$ cat src/phm_queue.sv
// ----------------------------------------------------------------------------
// phm_queue: two-entry queue between front and back
// ----------------------------------------------------------------------------
module phm_queue #(
  parameter int unsigned Width = 8
) (
  input  logic             clk_i,
  input  logic             rst_ni,
  input  logic             wr_valid_i,
  output logic             wr_stall_o,
  input  logic [Width-1:0] wr_data_i,
  output logic             rd_valid_o,
  input  logic             rd_stall_i,
  output logic [Width-1:0] rd_data_o
);

  logic [Width-1:0] mem_q [2];
  logic             wp_q, rp_q;
  logic [1:0]       cnt_q;
  logic             push, pop;

  assign wr_stall_o = (cnt_q == 2'd2);
  assign rd_valid_o = (cnt_q != 2'd0);
  assign rd_data_o  = mem_q[rp_q];
  assign push = wr_valid_i && !wr_stall_o;
  assign pop  = rd_valid_o && !rd_stall_i;

  always_ff @(posedge clk_i or negedge rst_ni) begin
    if (!rst_ni) begin
      wp_q  <= 1'b0;
      rp_q  <= 1'b0;
      cnt_q <= 2'd0;
    end else begin
      if (push) wp_q <= ~wp_q;
      if (pop) rp_q <= ~rp_q;
      cnt_q <= cnt_q + {1'b0, push} - {1'b0, pop};
    end
  end

  always_ff @(posedge clk_i) begin
    if (push) mem_q[wp_q] <= wr_data_i;
  end

endmodule

$ cat config.mk
export PLATFORM = sky130hd
export DESIGN_NAME = phm_queue
export DESIGN_NICKNAME = d
export VERILOG_FILES = /design/src/phm_queue.sv
export SDC_FILE = /design/constraint.sdc
export NUM_CORES = 1
export LEC_CHECK = 0
export BUFFER_PORTS_ARGS = -buffer_cell sky130_fd_sc_hd__buf_2
export CAP_MARGIN = 20
export CORE_UTILIZATION = 44
export DETAILED_ROUTE_END_ITERATION = 16
export PLACE_DENSITY = 0.72
export SLEW_MARGIN = 20
export SYNTH_ARGS = -nofsm -noshare
export SYNTH_HDL_FRONTEND = slang
export SYNTH_SLANG_ARGS = --single-unit
$ cat constraint.sdc
create_clock -name clk_i -period 1.7 [get_ports clk_i]
set_clock_uncertainty 0.05 [all_clocks]
set_input_delay 0.51 -clock clk_i [delete_from_list [all_inputs] [get_ports clk_i]]
set_output_delay 0.51 -clock clk_i [all_outputs]
set_load 0.03 [all_outputs]
# Yosys cells after proc, flatten, opt, wreduce, memory -nomap -nowiden
# Memory sizes are Yosys's and may differ from the RTL's.
# Cells that the tools add are included.
# classes
n_bitwise,2
n_mul,0
n_eq_ne,1
addsub,2
n_reduce_logical,5
shifts,0
div,0
n_lt_le_gt_ge,0
n_mux,2
# ops
op,count
$add 2x1->2,1
$eq 2x2->1 const B,1
$logic_and 1x1->1,2
$logic_not 1->1,2
$mux 1,2
$not 1->1,2
$reduce_bool 2->1,1
$sub 2x1->2,1
# word_totals
out_inout_bits,10
word_cells,16
latchBits,0
romBits,0
ram_bits,16
mem_count,1
input_bits,12
register_bits,4
# mem_list
memory,depth,word_bits,rd,rd_clocked_by_memory_dff,write_ports,line_no,source
mem_q,2,8,1,0,1,17,logic [Width-1:0] mem_q [2];

# Logic depth before layout (Yosys ltp)
# Gate-level depths: netlist (run 1).
# depth
ltp_word,5
mapped_depth,7
ltp_nobuf,7

# Worst setup path after synthesis (run 1)
# No wires, ideal clock.
# synth_path
path_kind,register to register
startpoint,reg cnt_q[1]
endpoint,reg cnt_q[1]
arrival_ns,1.530
required_ns,1.527
setup_slack_ns,-0.002
stages_incl_launch_ff,8
setup_ns,0.123
n_path_buf,0
period_less_slack_ns,1.702
cell_sequence,dfrtp_1 -> or2_4 -> nor2b_4 -> ha_1 -> inv_1 -> ha_1 -> xnor2_1 -> xnor2_1
# synth_between
elab_cells_between_ends,7
cone_classes,add/sub (2); eq/ne (1); reduce/logical (4)
# synth_rtl
item,line_no,source
"start, declared",19,logic [1:0] cnt_q;
"start signal, assigned",36,"cnt_q <= cnt_q + {1'b0, push} - {1'b0, pop};"
$reduce_bool 2->1,23,assign rd_valid_o = (cnt_q != 2'd0);
via rd_valid_o,12,"output logic rd_valid_o,"
$logic_and 1x1->1,26,assign pop = rd_valid_o && !rd_stall_i;
via pop,20,"logic push, pop;"
$sub 2x1->2,36,
# The timed path passes the listed nets, and every way through them passes these cells.
# A chain may end at the register's enable or synchronous reset.

# Final worst setup path (run 1)
# layout_path
startpoint,reg rp_q
endpoint,out rd_data_o[3]
# layout_between
elab_chain_len,1
# layout_lines
item,line_no,source
"start, declared",18,"logic wp_q, rp_q;"
"start signal, assigned",35,if (pop) rp_q <= ~rp_q;
$mem_v2 2x8,n/a,
"end, declared",14,output logic [Width-1:0] rd_data_o
# No other way between the ends.

==> results.tsv, run 1 <==
stage	metric	value	unit
yosys	post-synth-top-area-cell	edfxtp_1	
clock_tree	clkLatencyLatePin	300	ps
place	rd_place_congestion	0.656	
yosys	yosys_register_bits	20	
yosys	yosysUniqueCellTypes	14	
timing	fin_crit_sh	110	%
route	top_layer_used	met3	
timing	worst_rel_slew_slack	75.6	%
yosys	synth_compound_gate_area_share	0	%
critical_path	critPathMaxFanout	5	
clock_tree	numClockSinks	20	
finish	final_cell_area	1180	µm²
timing	rsz0062_at_grt	yes	
min_path	worstHoldEndpoint	mem_q[1][3]$_DFFE_PP_	
min_path	timing.hold.worst.start	wr_data_i[3]	
place	port_buffers	21	
power	power.static_leakage	0.498	nW
finish	areaGrowthSynthToFinish	50.2	%
place	dpl.hpwl	791	µm
yosys	synthesis.nets	57	
route	ant_nets	0	
critical_path	critical_path.reg2reg.startpoint	cnt_q[1]$_DFF_PN0_	
yosys	yosysTopAreaCellShare	61.1	%
timing	final_hold_violation_count	0	
critical_path	cp-end-kind	output port	
yosys	yosys-mux-area-fraction	11.5	%
timing	setup_viol_count_final	8	
route	route.vias.total	461	
finish	layout-drive-gt1-share	65.8	%
route	route.detailed.drc	1	
clock_tree	cts.path.max_buffers	2	
global_routing	pin_count_of_the_biggest_net_entering_global_routing	13	
floorplanning	die_w	44.3	µm
clock_tree	clock_transition_at_the_registers_of_the_reported_paths	120	ps
min_path	min-delay-path-class	input pin to flop	
yosys	post_synth_instance_area	786	µm²
timing	maxClockFrequency	0.536	GHz
yosys	synth_top_family_by_area	multiplexers	
floorplanning	dieHeight	44.3	µm
run_status	run_status	finished with violations	
route	detail_route.wirelength	1230	µm
route	via_per_inst	4.48	
timing	timing_max_transition_violations_final	0	
finish	antennaDiodeCount	0	
yosys	synth.avg_cell_area	18.3	µm²
critical_path	crit_path_start	rp_q$_DFFE_PN0P_	
finish	most-common-layout-cells	16 x edfxtp_1, 13 x buf_6, 11 x buf_2, 8 x buf_4, 7 x mux2_2	
route	wire_per_inst	11.9	µm
critical_path	reg2regPathDepth	7	
clock_tree	h-tree-depth	1	
place	postPlaceCellArea	946	µm²
finish	nets	94	
route	drt-met1-wl	504	µm
global_routing	overall_routing_resource_usage	13.8	%
critical_path	required	1140	ps
timing	timing.final.crit_period	1860	ps
critical_path	critical_path_arrival	1300	ps
yosys	synth_sequential_area_ratio	73.9	%
min_path	whs_path_cells	1	
floorplanning	die-area	1960	µm²
global_routing	first_global_vias	462	
global_routing	global_route.overflow_total	0	
finish	most_frequent_standard_cell_in_the_layout_excluding_fill_and_tap_cells	edfxtp_1	
power	power.density_cell_area	1960	nW/µm²
timing	holdWs	340	ps
timing	least_margin_pin_slew	365	ps
floorplanning	initial_util	49.3	%
critical_path	reg2reg_slack	40	ps
critical_path	regToRegEndpoint	cnt_q[1]$_DFF_PN0_	
yosys	yosys.area_share.xor_xnor	4.46	%
critical_path	timing_worst_setup_path_type	flop to output port	
place	preCtsSetupSlack	5.67	ps
floorplanning	row_count	14	
floorplanning	io-pin-count	22	
yosys	synth-adder-area-share	3.18	%
global_routing	grt_pass1_wl	1860	µm
route	detail_route.first_pass.iterations	11	
global_routing	antenna_violations_before_repair	0	
yosys	biggest_area_contributors_in_the_synthesized_netlist	edfxtp_1 61%, dfrtp_1 13%, mux2_2 11%, xnor2_1 3.3%, ha_1 3.2%	
yosys	post_synth_inst_count	43	
clock_tree	cts_buffers	3	
yosys	ys_warn_count	0	
power	vdd_ir_drop_max	1.28	mV
floorplanning	core	1590	µm²
clock_tree	tritoncts	done	
timing	final.setup.worst_slack	-165	ps
route	dr_wl_met2	693	µm
clock_tree	clockRootBuffer	clkbuf_4	
route	initialDrtViolationCount	7	
critical_path	critPathLaunchType	flop	
yosys	synth_simple_gate_area_share	5.41	%
run_status	violations	design-rule violations, negative setup slack	
route	met3WireLength	32	µm
flow_run	drv.max_cap_violation_count	0	
cell type report:
cell class,count,area (µm²)
clock inverter,1,30.0
timing repair buffer,33,272
fill,109,414
multi-input combinational,20,236
clock buffer,3,22.5
tap,24,30.0
sequential,20,582
inverter,2,7.51
worst max path at each step:
stage,slack (ps),end
floorplan,10,cnt_q[1]$_DFF_PN0_
global placement,30,rd_data_o[5]
detailed placement,6,cnt_q[1]$_DFF_PN0_
CTS,-160,rd_data_o[3]
global route,-210,rd_data_o[3]
finish,-160,rd_data_o[3]
worst max-delay path: stages (launching register included):
cell,delay (ps)
dfrtp_2,430
buf_6,140
mux2_4,300
buf_6,140
where the power goes:
group	switching, mW	internal, mW	total (mW)
Clock	0.142	0.238	0.380
Combinational	0.554	0.639	1.19
Sequential	0.0549	0.687	0.742
Total	0.750	1.57	2.32
metrics by stage:
step	TNS, ps	utilization (%)	power, mW	cells
2_1_floorplan	0	-	1.32	43
3_3_place_gp	0	59.3	1.53	91
3_5_place_dp	0	59.3	1.54	91
4_1_cts	-1220	70.3	2.21	100
5_1_grt	-1590	74.0	2.43	103
6_report	-1190	74.0	2.32	103
metal layers:
layer / vias to the layer above / track usage, %
met5: - / 0
met2: 11 / 24.7
li1: 230 / -
met3: 0 / 3.67
met4: 0 / 5.45
met1: 220 / 15.7
state kept, by name (all words and copies together), names as in the netlist:
register  flops
cnt_q         2
mem_q        16
wp_q          1
rp_q          1
logic make-up after synthesis:
family / after synthesis
multiplexers: 8
adder cells (fa/ha/maj): 2
XOR/XNOR: 4
flip-flops: 20
buffers and inverters: 3
AND/OR/NAND/NOR: 6
cells in the mapped netlist:
library cell  number
dfrtp_1            4
xor2_1             1
buf_2              1
nor2b_4            1
xnor2_1            3
inv_1              2
or2_4              1
edfxtp_1          16
nand2_1            1
nor2_1             1
ha_1               2
nand2b_1           1
and3_1             1
mux2_2             8
repair_timing:
action | CTS | global route
hold endpoints to repair | 4 | 0
pin swaps | 2 | 4
endpoints found under the setup margin | 11 | 11
resized for setup | 26 | 7
setup buffers | 4 | 3
hold buffers | 1 | 0
No activity file was read; power rests on OpenSTA's default activity.
==> inputs of run 2 (changes only) <==
--- a/config.mk
+++ b/config.mk
@@ -10,6 +10,7 @@
 export CORE_UTILIZATION = 44
 export DETAILED_ROUTE_END_ITERATION = 16
 export PLACE_DENSITY = 0.72
+export SETUP_SLACK_MARGIN = 0.3
 export SLEW_MARGIN = 20
 export SYNTH_ARGS = -nofsm -noshare
 export SYNTH_HDL_FRONTEND = slang
==> results.tsv, run 2 (same netlist as run 1, synthesis figures left out) <==
stage	metric	value	unit	change
min_path	min-delay-path-class	input pin to flop		
floorplanning	die_w	44.3	µm	unchanged
critical_path	cp-end-kind	output port		
global_routing	first_global_vias	484		+4.8%
timing	setup_viol_count_final	8		unchanged
timing	final_hold_violation_count	0		unchanged
timing	timing.final.crit_period	1850	ps	-11.6 ps
finish	nets	91		-3.2%
timing	timing_max_transition_violations_final	0		unchanged
clock_tree	numClockSinks	20		unchanged
critical_path	crit_path_cell_trace	buf_6 > mux2_4 > buf_6		
finish	antennaDiodeCount	0		unchanged
flow_run	drv.max_cap_violation_count	0		unchanged
timing	rsz0062_at_grt	yes		
critical_path	reg2regPathDepth	7		unchanged
timing	least_margin_pin_slew	211	ps	-155 ps
clock_tree	cts_buffers	3		unchanged
timing	fin_crit_sh	109	%	-0.68 points
global_routing	global_route.overflow_total	0		unchanged
timing	final.setup.worst_slack	-153	ps	+11.6 ps
route	detail_route.wirelength	1270	µm	+3.5%
global_routing	grt_pass1_wl	2180	µm	+17%
global_routing	overall_routing_resource_usage	16.2	%	+2.4 points
timing	holdWs	352	ps	+12.2 ps
finish	fillerInstances	99		-9.2%
critical_path	timing.critical_path.max_delay_family	flip-flops		
global_routing	antenna_violations_before_repair	0		unchanged
floorplanning	io-pin-count	22		unchanged
run_status	violations	design-rule violations, negative setup slack		
finish	largest_register_ffs	16		unchanged
route	route.vias.total	453		-1.7%
global_routing	groute.layer.met1.usage	18.6	%	+2.9 points
global_routing	gr-usage-met3	2.45	%	-1.2 points
critical_path	required	1140	ps	about the same
place	preCtsSetupSlack	-25.7	ps	-31.4 ps
global_routing	pin_count_of_the_biggest_net_entering_global_routing	12		-1
place	port_buffers	21		unchanged
finish	largestRegisters	mem_q x16, cnt_q x2		
floorplanning	initial_util	49.3	%	unchanged
critical_path	timing_worst_setup_path_type	flop to output port		
place	dpl.hpwl	815	µm	+3.0%
finish	layout-drive-gt1-share	67.1	%	+1.3 points
run_status	run_status	finished with violations		
global_routing	use_met2	29.7	%	+5.0 points
floorplanning	dieHeight	44.3	µm	unchanged
timing	worst_rel_slew_slack	86.0	%	+10 points
route	ant_nets	0		unchanged
route	wire_per_inst	12.7	µm	+6.6%
route	route.detailed.drc	1		unchanged
critical_path	critical_path_arrival	1290	ps	about the same
critical_path	critical_path_buf_inv_count	2		unchanged
clock_tree	clockRootBuffer	clkbuf_4		
finish	multi_input_comb_area	267	µm²	+13%
clock_tree	clkLatencyLatePin	290	ps	about the same
floorplanning	die-area	1960	µm²	unchanged
route	initialDrtViolationCount	8		+1
critical_path	largest_stage_delay_worst_path	430	ps	about the same
critical_path	critPathMaxFanout	5		unchanged
finish	most_frequent_standard_cell_in_the_layout_excluding_fill_and_tap_cells	edfxtp_1		
clock_tree	tritoncts	done		
timing	setup_total_negative_slack	-1170	ps	+20.2 ps
power	power.static_leakage	0.498	nW	about the same
place	rd_place_congestion	0.637		-2.9%
route	detail_route.first_pass.iterations	11		unchanged
route	via_per_inst	4.53		+1.2%
finish	areaGrowthSynthToFinish	47.8	%	
power	power.density_cell_area	1890	nW/µm²	-3.7%
min_path	whs_path_cells	1		unchanged
power	power	2.19	mW	-5.2%
finish	sequential_area	582	µm²	unchanged
clock_tree	h-tree-depth	1		unchanged
critical_path	worst-path-stages	3		unchanged
floorplanning	core	1590	µm²	unchanged
finish	largest_register	mem_q		
clock_tree	clock_transition_at_the_registers_of_the_reported_paths	100	ps	-20 ps
global_routing	gr-max-usage-layer	met2		
timing	maxClockFrequency	0.540	GHz	+0.62%
critical_path	critPathLaunchType	flop		
finish	most-common-layout-cells	16 x edfxtp_1, 13 x buf_6, 11 x buf_2, 8 x mux2_4, 5 x buf_4		
critical_path	critPathMostFrequentCell	buf_6		
critical_path	timing.critical_path.slowest_stage_cell	dfrtp_2		
power	vdd_ir_drop_max	1.31	mV	+2.2%
floorplanning	row_count	14		unchanged
clock_tree	cts.path.max_buffers	2		unchanged
[run 2: per-layer routing]
| layer | vias up | wire length (µm) |
|---|---|---|
| li1 | 222 | - |
| met2 | 10 | 748 |
| met1 | 219 | 488 |
| met4 | 0 | 6 |
| met3 | 2 | 30 |
| met5 | - | 0 |
[run 2: per-stage QoR]
stage	cell area, µm²	util, %	std cells
floorplan	825	-	43
global placement	956	60.0	88
detailed placement	956	60.0	88
CTS	1160	72.7	100
global route	1160	72.8	100
finish	1160	72.8	100
[run 2: final timing paths]
path | startpoint | end | slack [ps]
max | rp_q$_DFFE_PN0P_ | rd_data_o[0] | -150
min | wr_data_i[4] | mem_q[1][4]$_DFFE_PP_ | 350
max reg2reg | cnt_q[1]$_DFF_PN0_ | cnt_q[1]$_DFF_PN0_ | 40
min reg2reg | wp_q$_DFFE_PN0N_ | wp_q$_DFFE_PN0N_ | 450
max in group asynchronous | rst_ni | rp_q$_DFFE_PN0P_ | 960
min in group asynchronous | rst_ni | wp_q$_DFFE_PN0N_ | 510
[run 2: repair_timing]
| item | in CTS | in global routing |
|---|---|---|
| gates resized for setup | 32 | 1 |
| pin swaps | 5 | 1 |
| setup endpoints to repair | 12 | 20 |
| gates cloned | 0 | 0 |
| hold buffers | 1 | 0 |
| endpoints found under the hold margin | 4 | 0 |
| setup buffers | 7 | 0 |
[run 2: final cells by class]
cell class | count | area share (%)
sequential | 20 | 50.1
multi-input combinational | 20 | 23.0
timing repair buffer | 30 | 21.4
tap | 24 | 2.59
clock buffer | 4 | 2.26
inverter | 2 | 0.647
[run 2: power by group]
group          switching (mW)  internal, mW
sequential             0.0583         0.688
combinational           0.567         0.659
clock                   0.131        0.0911
[run 2: worst register-to-register path, delay by kind of cell, from the launching register on]
family | cells | cell delay [ps]
xor+xnor | 2 | 250
simple gates | 2 | 410
buf+inv | 1 | 40
fa+ha+maj | 2 | 410
flops | 1 | 400
