[src/phm_pkg.sv]
// ----------------------------------------------------------------------------
// phm_pkg: shared types and constants for the pointer keyed hash map
// opcodes, status codes, payload structs and the fnv-1a constants
// ----------------------------------------------------------------------------
package phm_pkg;

  localparam int unsigned BucketsDef    = 1024;
  localparam int unsigned NodesDef      = 1024;
  localparam int unsigned HandleBitsDef = 32;
  localparam int unsigned KeyBytes      = 8;

  localparam logic [63:0] FnvBasis = 64'hcbf29ce484222325;
  localparam logic [63:0] FnvMult  = 64'h00000100000001b3;

  typedef enum logic [1:0] {
    OP_INSERT = 2'd0,
    OP_FIND   = 2'd1,
    OP_REMOVE = 2'd2,
    OP_CLEAR  = 2'd3
  } op_e;

  typedef enum logic [1:0] {
    ST_DONE    = 2'd0,
    ST_NULL    = 2'd1,
    ST_FULL    = 2'd2,
    ST_UNUSED  = 2'd3
  } status_e;

  typedef struct packed {
    logic [1:0]  opcode;
    logic [63:0] key_address;
    logic [31:0] handle;
  } in_item_t;

  typedef struct packed {
    logic        found;
    logic [31:0] found_handle;
    logic [1:0]  status;
  } out_item_t;

  // xor half of one fnv-1a byte step; phm_front does the multiply in partial products
  function automatic logic [63:0] fnv_xor(input logic [63:0] h, input logic [7:0] b);
    fnv_xor = h ^ {56'd0, b};
  endfunction

endpackage

[src/phm_front.sv]
// ----------------------------------------------------------------------------
// phm_front: command front end
// accepts items, hashes the key one byte at a time (xor, then multiply), reduces
// the hash to a bucket index and pushes the item with its bucket to the queue
// ----------------------------------------------------------------------------
module phm_front #(
  parameter int unsigned Buckets = phm_pkg::BucketsDef,
  localparam int unsigned BW = (Buckets > 1) ? $clog2(Buckets) : 1
) (
  input  logic             clk_i,
  input  logic             rst_ni,
  input  logic             in_valid_i,
  output logic             in_stall_o,
  input  phm_pkg::in_item_t in_item_i,
  output logic             q_valid_o,
  input  logic             q_stall_i,
  output phm_pkg::in_item_t q_item_o,
  output logic [BW-1:0]    q_bucket_o
);

  // bucket reduction: the 64-bit hash is taken as four 16-bit digits, high
  // digit first; each step divides (rem << 16 | digit) by the bucket count
  // with an exact reciprocal multiply, then subtracts quotient * count
  localparam int unsigned ModShift = 32 + $clog2(Buckets);
  localparam logic [63:0] ModRecip64 =
    ((64'd1 << ModShift) + 64'(Buckets) - 64'd1) / 64'(Buckets);
  localparam logic [32:0] ModRecip  = ModRecip64[32:0];
  localparam logic [16:0] ModDiv    = 17'(Buckets);
  localparam logic [2:0]  LastDigit = 3'd3;

  typedef enum logic [5:0] {
    F_IDLE = 6'b000001,
    F_XOR  = 6'b000010,
    F_MUL  = 6'b000100,
    F_MODA = 6'b001000,
    F_MODB = 6'b010000,
    F_PUSH = 6'b100000
  } fstate_e;

  fstate_e state_q, state_d;
  phm_pkg::in_item_t item_q;
  logic [63:0] h_q, h_d;
  logic [2:0]  byte_q, byte_d;
  // partial products of the 64x64 multiply by the sparse fnv prime
  logic [63:0] p_lo_q, p_hi_q;
  logic [63:0] hx;
  // running remainder and reciprocal product of the bucket reduction
  logic [15:0] r_q, r_d;
  logic [64:0] prod_q;
  logic [31:0] mod_v, mod_quo, mod_rem;
  logic [48:0] mod_qb;

  assign in_stall_o = (state_q != F_IDLE);
  assign q_valid_o  = (state_q == F_PUSH);
  assign q_item_o   = item_q;
  assign q_bucket_o = r_q[BW-1:0];

  assign mod_v   = {r_q, h_q[63:48]};
  assign mod_quo = 32'(prod_q >> ModShift);
  assign mod_qb  = {17'd0, mod_quo} * {32'd0, ModDiv};
  assign mod_rem = mod_v - mod_qb[31:0];

  always_comb begin
    hx      = phm_pkg::fnv_xor(h_q, item_q.key_address[8*byte_q +: 8]);
    state_d = state_q;
    h_d     = h_q;
    byte_d  = byte_q;
    r_d     = r_q;
    case (state_q)
      F_IDLE: begin
        if (in_valid_i) begin
          state_d = F_XOR;
          h_d     = phm_pkg::FnvBasis;
          byte_d  = '0;
        end
      end
      F_XOR:  state_d = F_MUL;
      F_MUL: begin
        h_d = p_lo_q + p_hi_q;
        if (byte_q == 3'(phm_pkg::KeyBytes - 1)) begin
          byte_d  = '0;
          r_d     = '0;
          state_d = F_MODA;
        end else begin
          byte_d  = byte_q + 3'd1;
          state_d = F_XOR;
        end
      end
      F_MODA: state_d = F_MODB;
      F_MODB: begin
        r_d = mod_rem[15:0];
        h_d = {h_q[47:0], 16'd0};
        if (byte_q == LastDigit) begin
          state_d = F_PUSH;
        end else begin
          byte_d  = byte_q + 3'd1;
          state_d = F_MODA;
        end
      end
      F_PUSH: if (!q_stall_i) state_d = F_IDLE;
      default: state_d = F_IDLE;
    endcase
  end

  always_ff @(posedge clk_i or negedge rst_ni) begin
    if (!rst_ni) begin
      state_q <= F_IDLE;
    end else begin
      state_q <= state_d;
    end
  end

  always_ff @(posedge clk_i) begin
    if (state_q == F_IDLE && in_valid_i) item_q <= in_item_i;
    h_q    <= h_d;
    byte_q <= byte_d;
    r_q    <= r_d;
    if (state_q == F_XOR) begin
      // h*prime = h*0x1b3 + (h << 40)
      p_lo_q <= hx * 64'h1b3;
      p_hi_q <= {hx[23:0], 40'd0};
    end
    if (state_q == F_MODA) begin
      prod_q <= {33'd0, mod_v} * {32'd0, ModRecip};
    end
  end

endmodule

[config.mk]
export PLATFORM = sky130hd
export DESIGN_NAME = phm_front
export DESIGN_NICKNAME = d
export VERILOG_FILES = /design/src/phm_pkg.sv /design/src/phm_front.sv
export SDC_FILE = /design/constraint.sdc
export NUM_CORES = 1
export LEC_CHECK = 0
export BUFFER_PORTS_ARGS = -buffer_cell sky130_fd_sc_hd__buf_2
export CORE_MARGIN = 2
export CORE_UTILIZATION = 30
export DETAILED_ROUTE_END_ITERATION = 16
export GPL_TIMING_DRIVEN = 0
export PLACE_DENSITY = 0.52
export RECOVER_POWER = 25
export SLEW_MARGIN = 40
export SYNTH_ARGS = -nofsm -noshare
export SYNTH_HDL_FRONTEND = slang
export SYNTH_SLANG_ARGS = --single-unit
[constraint.sdc]
create_clock -name clk_i -period 18.3 [get_ports clk_i]
set_input_delay 3.66 -clock clk_i [delete_from_list [all_inputs] [get_ports clk_i]]
set_output_delay 3.66 -clock clk_i [all_outputs]
set_load 0.02 [all_outputs]
# Yosys cells after proc, flatten, opt, wreduce, memory -nomap -nowiden
# Cells that the tools add are included.
[totals]
regBits = 269
out_inout_bits = 110
wordCells = 48
[classes]
addsub = 3
mul = 1
n_eq_ne = 13
n_shift = 1
mux = 13
bitwise_logic = 1
n_reduce_logical = 7
[ops]
columns = ["cell", "n"]
rows = [
  ["$pmux W64 S3", 1],
  ["$add A64 B64 Y64", 1],
  ["$mul A64 B9 Y64 const B", 1],
  ["$mux W64", 1],
  ["$shiftx A64 B7 Y8", 1],
  ["$xor A64 B8 Y64", 1],
  ["$pmux W6 S6", 1],
  ["$pmux W10 S2", 1],
  ["$mux W6", 3],
  ["$mux W10", 1],
  ["$sub A10 B1 Y10 const B", 1],
  ["$mux W3", 3],
  ["$pmux W3 S3", 1],
  ["$ne A2 B2 Y1 const B", 4],
  ["$eq A6 B1 Y1 const B", 1],
  ["$eq A6 B2 Y1 const B", 1],
  ["$eq A6 B3 Y1 const B", 1],
  ["$eq A6 B4 Y1 const B", 1],
  ["$eq A6 B5 Y1 const B", 1],
  ["$eq A6 B6 Y1 const B", 1],
  ["$ne A6 B1 Y1 const B", 1],
  ["$reduce_and A2 Y1", 3],
  ["$mux W4", 1],
  ["$add A3 B1 Y3 const B", 1],
  ["other kinds (6)", 6],
]

# Longest topological paths before layout
# Gate-level depths: netlist of run 1.
[logic_depth]
word_depth = 3
ltp_mapped = 25

# Least setup slack after synthesis of run 1
# No wires, ideal clock.
[synth_path]
path_kind = "input port to flip-flop"
from = "in in_valid_i"
to = "reg item_q (netlist bit q_item_o[0]) (enable)"
arrival_time_ps = 7745
required_time_ps = 17745
slack_ps = 10000
path_stages = 2
path_cell_list = "inv_1 > nor2_1"
[synth_between]
elab_chain_len = 1
[synth_rtl]
columns = ["item", "line_no", "text"]
rows = [
  ["start, declared", "phm_front.sv:12", "input logic in_valid_i,"],
  ["$logic_and A1 B1 Y1", "phm_front.sv:114", "if (state_q == F_IDLE && in_valid_i) item_q <= in_item_i;"],
  ["end signal, assigned", "phm_front.sv:114", ""],
  ["end, declared", "phm_front.sv:41", "phm_pkg::in_item_t item_q;"],
]
# Every way passes these cells.
# A chain may end at the register's enable or synchronous reset.

# Worst setup path after layout of run 1
[layout_path]
from = "reg byte_q[0]"
to = "reg p_lo_q[52], data pin"
[layout_between]
elab_chain_len = 3
[layout_rtl]
columns = ["item", "line_no", "text"]
rows = [
  ["start, declared", "phm_front.sv:43", "logic [2:0] byte_q, byte_d;"],
  ["start signal, assigned", "phm_front.sv:116", "byte_q <= byte_d;"],
  ["$shiftx A64 B7 Y8", "phm_front.sv:64", "hx = phm_pkg::fnv_xor(h_q, item_q.key_address[8*byte_q +: 8]);"],
  ["$xor A64 B8 Y64", "phm_pkg.sv:43", "fnv_xor = h ^ {56'd0, b};"],
  ["net hx[3]", "phm_front.sv:46", "logic [63:0] hx;"],
  ["$mul A64 B9 Y64", "phm_front.sv:120", "p_lo_q <= hx * 64'h1b3;"],
  ["end signal, assigned", "phm_front.sv:120", ""],
  ["end, declared", "phm_front.sv:45", "logic [63:0] p_lo_q, p_hi_q;"],
]
# The timed path passes the listed nets, and every way through them passes these cells.

==> metrics.md, run 1 <==
| Metric | Value |
|---|---|
| Synth warn | 0 |
| Num CTS Buffers | 26 |
| Postcts setup bufs | 0 |
| Most frequent cells after synthesis | 310 x inv_1, 244 x edfxtp_1, 188 x fa_1 |
| Root buffer cell | clkbuf_16 |
| PortBufs | 211 |
| RePlAce Congestion | between 0.8 and 0.9 |
| Max-slew violations | 0 |
| Fmax | about 120 MHz |
| Top cells by area, synth | edfxtp_1 39%, fa_1 20%, ha_1 10% |
| Compound-Gate Fraction of Synth Area | about a tenth |
| Drc violations | 0 |
| # hold bufs at CTS | 0 |
| Combinational family with the most area after synthesis | adder cells |
| Top-count cell post-synth | inv_1 |
| Avg Cell Area, Syn | 12.0 sq um |
| Via count | 12.1k |
| H-tree depth | 1 |
| Hold crit path type | reg2reg |
| Area grow syn2layout | 17.1% |
| First DRT Iteration DRCs | 737 |
| CTS tree | built |
| Die X | 254 um |
| GR Overflow Total | 0 |
| Post-Route WL | 49.0 mm |
| Final hold violations | 0 |
| Synth unique cells | just under 70 |
| Count of final setup violators | 0 |
| Part of the cycle the worst path needs | 44.7% |
| Drt pass-1 iters | 5 |
| Antenna violations before repair | 0 |
| Multiplexer share of the synthesized area | ~2.4% |
| Worst-Margin Slew | 1350 ps |
| GR Util All Layers | 15.2% |
| Synth Area in XOR/XNOR | around 5.1% |
| Util after Layout | around 36% |
| Clock sinks | 250 |
| Setup TNS | 0 ps |
| FFs w/ async S/R, synth | 2.40% |
| RSZ-0062 raised after global routing | no |
| Pin count of the biggest net entering global routing | 26 |
| Starting Density | a little under a third |
| Vias in the first global route | ~13k |
| Post-synthesis register bit count | 250 |
| Crit Path Class | reg2reg |
| Number of synthesized flops with an enable pin | 244 |
| Wire per inst | ~18 um |
| Main synth FF type | edfxtp_1 |
| CP arrival | 8470 ps |
| Max Cap Violations | 0 |
| Slew HR | 9.70% |
| Yosys top cell area share | between 30% and 40% |
| Vert. Die Dim | 254 um |
| Worst Setup Start Kind | flop |
| Post-DR vias/cell | between 4 and 5 |
| Synth Cell Area | 0.0187 sq mm |
| CTS max path bufs | 3 |
| Run status | complete, no violations |
| Sequential area share after synthesis | between 30 and 40% |
| Core Area | 0.0617 sq mm |
| Mapped Cells | 1556 |
| Rows | 91 |
| PostCTS Resize Cnt | 0 |
| Clock latency on the worst-skew pair | roughly 540 ps |
| Critical path endpoint category | flop |
| Syn_nets | 1996 |
| Crit path required time | 18580 ps |
| Clk_skew | about 18 ps |
| Crit-path max FO | 10 |
| Fill count | 6215 |
| Synth Area in Adders | 30.1% |
| Register clock-pin slew on the reported worst setup and hold paths | 70 ps |
| Global-route wire length before repair | 75.1 mm |
| Die ar. | 0.0644 sq mm |
| Num ports | 212 |
| Finished Cell Area | 0.0219 sq mm |
| Post-route antenna net violation count | 0 |
| DP HPWL | 41.3 mm |
| Final Net Count | 2247 |
| Placed cell area | 0.0211 sq mm |
| Synth Area in Simple Gates | just over 6% |
| Post-layout min period | approximately 8200 ps |
| Leading area contributor after synthesis | edfxtp_1 |
| Layout cell share with drive strength beyond 1 | 16.5% |
==> stage by stage <==
stage	cells	setup WS, ps	hold WS, ps
after global placement	2604	8400	503
after detailed placement	2616	10020	508
after CTS	2664	9980	521
after global routing	2664	9660	529
final	2665	10110	519
after floorplan	1556	10000	456
==> kinds of logic (layout without fill, tap and decap cells) <==
kind of cell               Yosys count  after routing
AOI/OAI and AO/OA                  262            262
xor gates and xnor gates           109            109
adders and majority gates          338            338
buffers and inverters              338            609
DFF                                250            250
muxes                               24             24
other                                0              1
and+or+nand+nor                    235            235
==> worst paths after layout <==
kind / from / end / slack [ps] / cells past startpoint
worst max-delay path: byte_q[0] / p_lo_q[52] / 10110 / 25
worst min-delay path: p_lo_q[24] / h_q[24] / 520 / 1
worst max register to register: byte_q[0] / p_lo_q[52] / 10110 / 25
worst min register to register: p_lo_q[24] / h_q[24] / 520 / 1
max in group asynchronous: rst_ni / state_q[0] / 15150 / 1
min in group asynchronous: rst_ni / state_q[2] / 2930 / 1
==> flip-flops by register name, indices dropped and copies added, names as in the netlist <==
name and flops:
r_q 10, state_q 6, byte_q 3, p_lo_q 58, p_hi_q 17, h_q 58
q_item_o 98
==> routing by layer <==
metal  global-route usage (%)  up-vias  part of all wire, %
met5                        0        -                    0
met4                     2.69        0                  1.7
met3                     2.03       56                  3.4
met2                     25.4      213                   50
met1                     21.3     6066                   45
li1                         -     5782                    -
==> final cells by class <==
type                    instances  area [sq um]  share of cell area [%]
inverters                     311          1170                    5.33
well taps                     837          1050                    4.78
clock inverters                17           198                   0.902
diodes                          1          2.50                  0.0114
repair buffers                223          1240                    5.66
multi-input cells             968          9970                    45.5
plain buffers                  27           118                   0.537
clock buffers                  31           691                    3.15
flip-flops and latches        250          7480                    34.1
==> cells in the final DEF (no fill, tap or decap), drive strengths merged, types with 4 or more instances in the layout <==
master    n
nor2b     8
nor2     58
a211oi    5
o21a      4
inv     313
nand4     8
edfxtp  244
ha      150
a31oi    14
mux2i     8
and4      4
fa      188
nor3     10
o21bai   10
xor2     41
mux4     16
clkbuf   58
and3      5
nor3b     4
dfrtp     5
clkinv    8
a21oi    85
nand2    72
o21ai    46
a22oi     9
and2     30
or2       4
a22o     18
nand3    17
buf     223
a21o     43
xnor2    68
bufinv    4
==> worst max-delay path, cell delays in order (launching register included) <==
cell and delay [ps]:
edfxtp_1 350, clkbuf_1 500, buf_2 470, mux4_2 550, mux2i_1 270, xnor2_1 380
ha_1 400, xnor2_1 170, ha_1 210, or2_2 310, fa_1 510, inv_1 60
fa_1 550, inv_1 50, ha_1 290, buf_6 140, a21oi_4 120, o21bai_1 90
a211oi_2 250, o21ai_2 190, a2111oi_4 500, o21bai_2 170, a211oi_4 510, o211ai_4 190
or4_1 480, and4_1 190
Power of run 1 is not shown: default switching activity piles up to over one toggle a cycle in this logic, so the estimate is an artifact.
==> run 2: changes to the inputs <==
==> constraint.sdc (replaced) <==
create_clock -name clk_i -period 8.4 [get_ports clk_i]
set_input_delay 1.68 -clock clk_i [delete_from_list [all_inputs] [get_ports clk_i]]
set_output_delay 1.68 -clock clk_i [all_outputs]
set_load 0.02 [all_outputs]
==> metrics.md, run 2 (synthesis gave the netlist of run 1 again) <==
| Metric | Value |
|---|---|
| Post-Route WL | slightly below 50 mm |
| Layout cell share with drive strength beyond 1 | 16.6% |
| Rows | 91 |
| Crit path required time | 8680 ps |
| Drt pass-1 iters | 5 |
| PortBufs | 211 |
| Post-DR vias/cell | 4.52 |
| Vias in the first global route | around 13k |
| Critical Path Slowest Stage Cell | xnor2_1 |
| Most common cell after layout, fill and taps aside | inv_1 |
| RSZ-0062 raised after global routing | no |
| Max-slew violations | 0 |
| Antenna violations before repair | 0 |
| Num ports | 212 |
| Clock latency on the worst-skew pair | 540 ps |
| Final setup margin | 383 ps |
| GR Overflow Total | 0 |
| Pin count of the biggest net entering global routing | 26 |
| Fmax | 125 MHz |
| Die ar. | between 0.06 and 0.07 sq mm |
| Min Hold Slack | 519 ps |
| Flop2flop setup slack | 380 ps |
| Worst Setup Start Kind | flop |
| DP HPWL | 41.3 mm |
| CTS max path bufs | 3 |
| Crit-path max FO | 10 |
| Register clock-pin slew on the reported worst setup and hold paths | 60 ps |
| Area grow syn2layout | 17.3% |
| Worst-Margin Slew | roughly 1300 ps |
| Final hold violations | 0 |
| Fill count | 6208 |
| Core Area | 0.0617 sq mm |
| Die X | 254 um |
| Hold crit path type | reg2reg |
| Count of final setup violators | 0 |
| Critical path endpoint category | flop |
| Clock sinks | 250 |
| RePlAce Congestion | 0.859 |
| Wire per inst | 18.4 um |
| Most frequent cells in the layout | 310 x inv_1, 244 x edfxtp_1, 210 x buf_2 |
| Post-layout min period | 8020 ps |
| CP most frequent cell | ha_1 |
| Final Net Count | approximately 2.2k |
| Drc violations | 0 |
| Slew HR | 15.3% |
| Dpl ws | 124 ps |
| Starting Density | between 30 and 40% |
| Max FFs per register | 98 |
| First DRT Iteration DRCs | 717 |
| CTS tree | built |
| Part of the cycle the worst path needs | 95.4% |
| Setup TNS | 0 ps |
| Global-route wire length before repair | 75.1 mm |
| Slowest stage delay, CP | roughly 630 ps |
| Clk_skew | 16.6 ps |
| Max Cap Violations | 0 |
| Via count | 12.1k |
| CP arrival | between 8000 and 9000 ps |
| GR Util All Layers | 15.2% |
| Crit Path Class | reg2reg |
| Num CTS Buffers | 26 |
| Root buffer cell | clkbuf_16 |
| Run status | complete, no violations |
| Vert. Die Dim | 254 um |
| H-tree depth | 1 |
| Post-route antenna net violation count | 0 |
[run 2: timing repair]
item,4_1_cts,5_1_grt
setup buffers,0,0
hold endpoints to repair,0,0
setup endpoints to repair,0,5
hold buffers,0,0
resized for setup,0,2
[run 2: metal layers]
| layer | up-vias | share of wire [%] | track usage [%] |
|---|---|---|---|
| met5 | - | 0 | 0 |
| met4 | 0 | 1.7 | 2.69 |
| met1 | 6018 | 45 | 21.3 |
| met2 | 194 | 50 | 25.4 |
| li1 | 5782 | - | - |
| met3 | 58 | 3.5 | 2.03 |
[run 2: per-stage QoR]
step	util, %	std cells	cell area (sq um)
after floorplan	-	1556	18700
after CTS	35.6	2664	22000
final	35.6	2665	21900
after global routing	35.6	2664	21900
after global placement	33.7	2604	20800
after detailed placement	34.2	2616	21100
[run 2: final timing paths]
check                      startpoint          to  depth (start not counted)
max                         byte_q[1]  p_lo_q[52]                         25
min                        state_q[2]  state_q[4]                          1
max reg2reg                 byte_q[1]  p_lo_q[52]                         25
min reg2reg                state_q[2]  state_q[4]                          1
max in group asynchronous      rst_ni  state_q[0]                          1
min in group asynchronous      rst_ni  state_q[1]                          1
[run 2: area by class of cell]
cell class | instances | area [sq um] | area share [%]
buffer | 27 | 119 | 0.542
inverter | 311 | 1170 | 5.32
timing repair buffer | 223 | 1280 | 5.82
clock inverter | 17 | 198 | 0.901
antenna | 1 | 2.50 | 0.0114
sequential | 250 | 7480 | 34.1
multi-input combinational | 968 | 9970 | 45.4
clock buffer | 31 | 691 | 3.15
tap | 837 | 1050 | 4.77
[run 2: worst max-delay path: cells and delay by family (launching register included)]
family | cells | cell delay [ps]
DFF | 1 | 340
AOI/OAI and AO/OA | 8 | 2000
muxes | 2 | 450
buffers and inverters | 5 | 1200
xor gates and xnor gates | 2 | 810
and+or+nand+nor | 3 | 990
adders and majority gates | 5 | 1960
Power of run 2 is left out for the same reason.
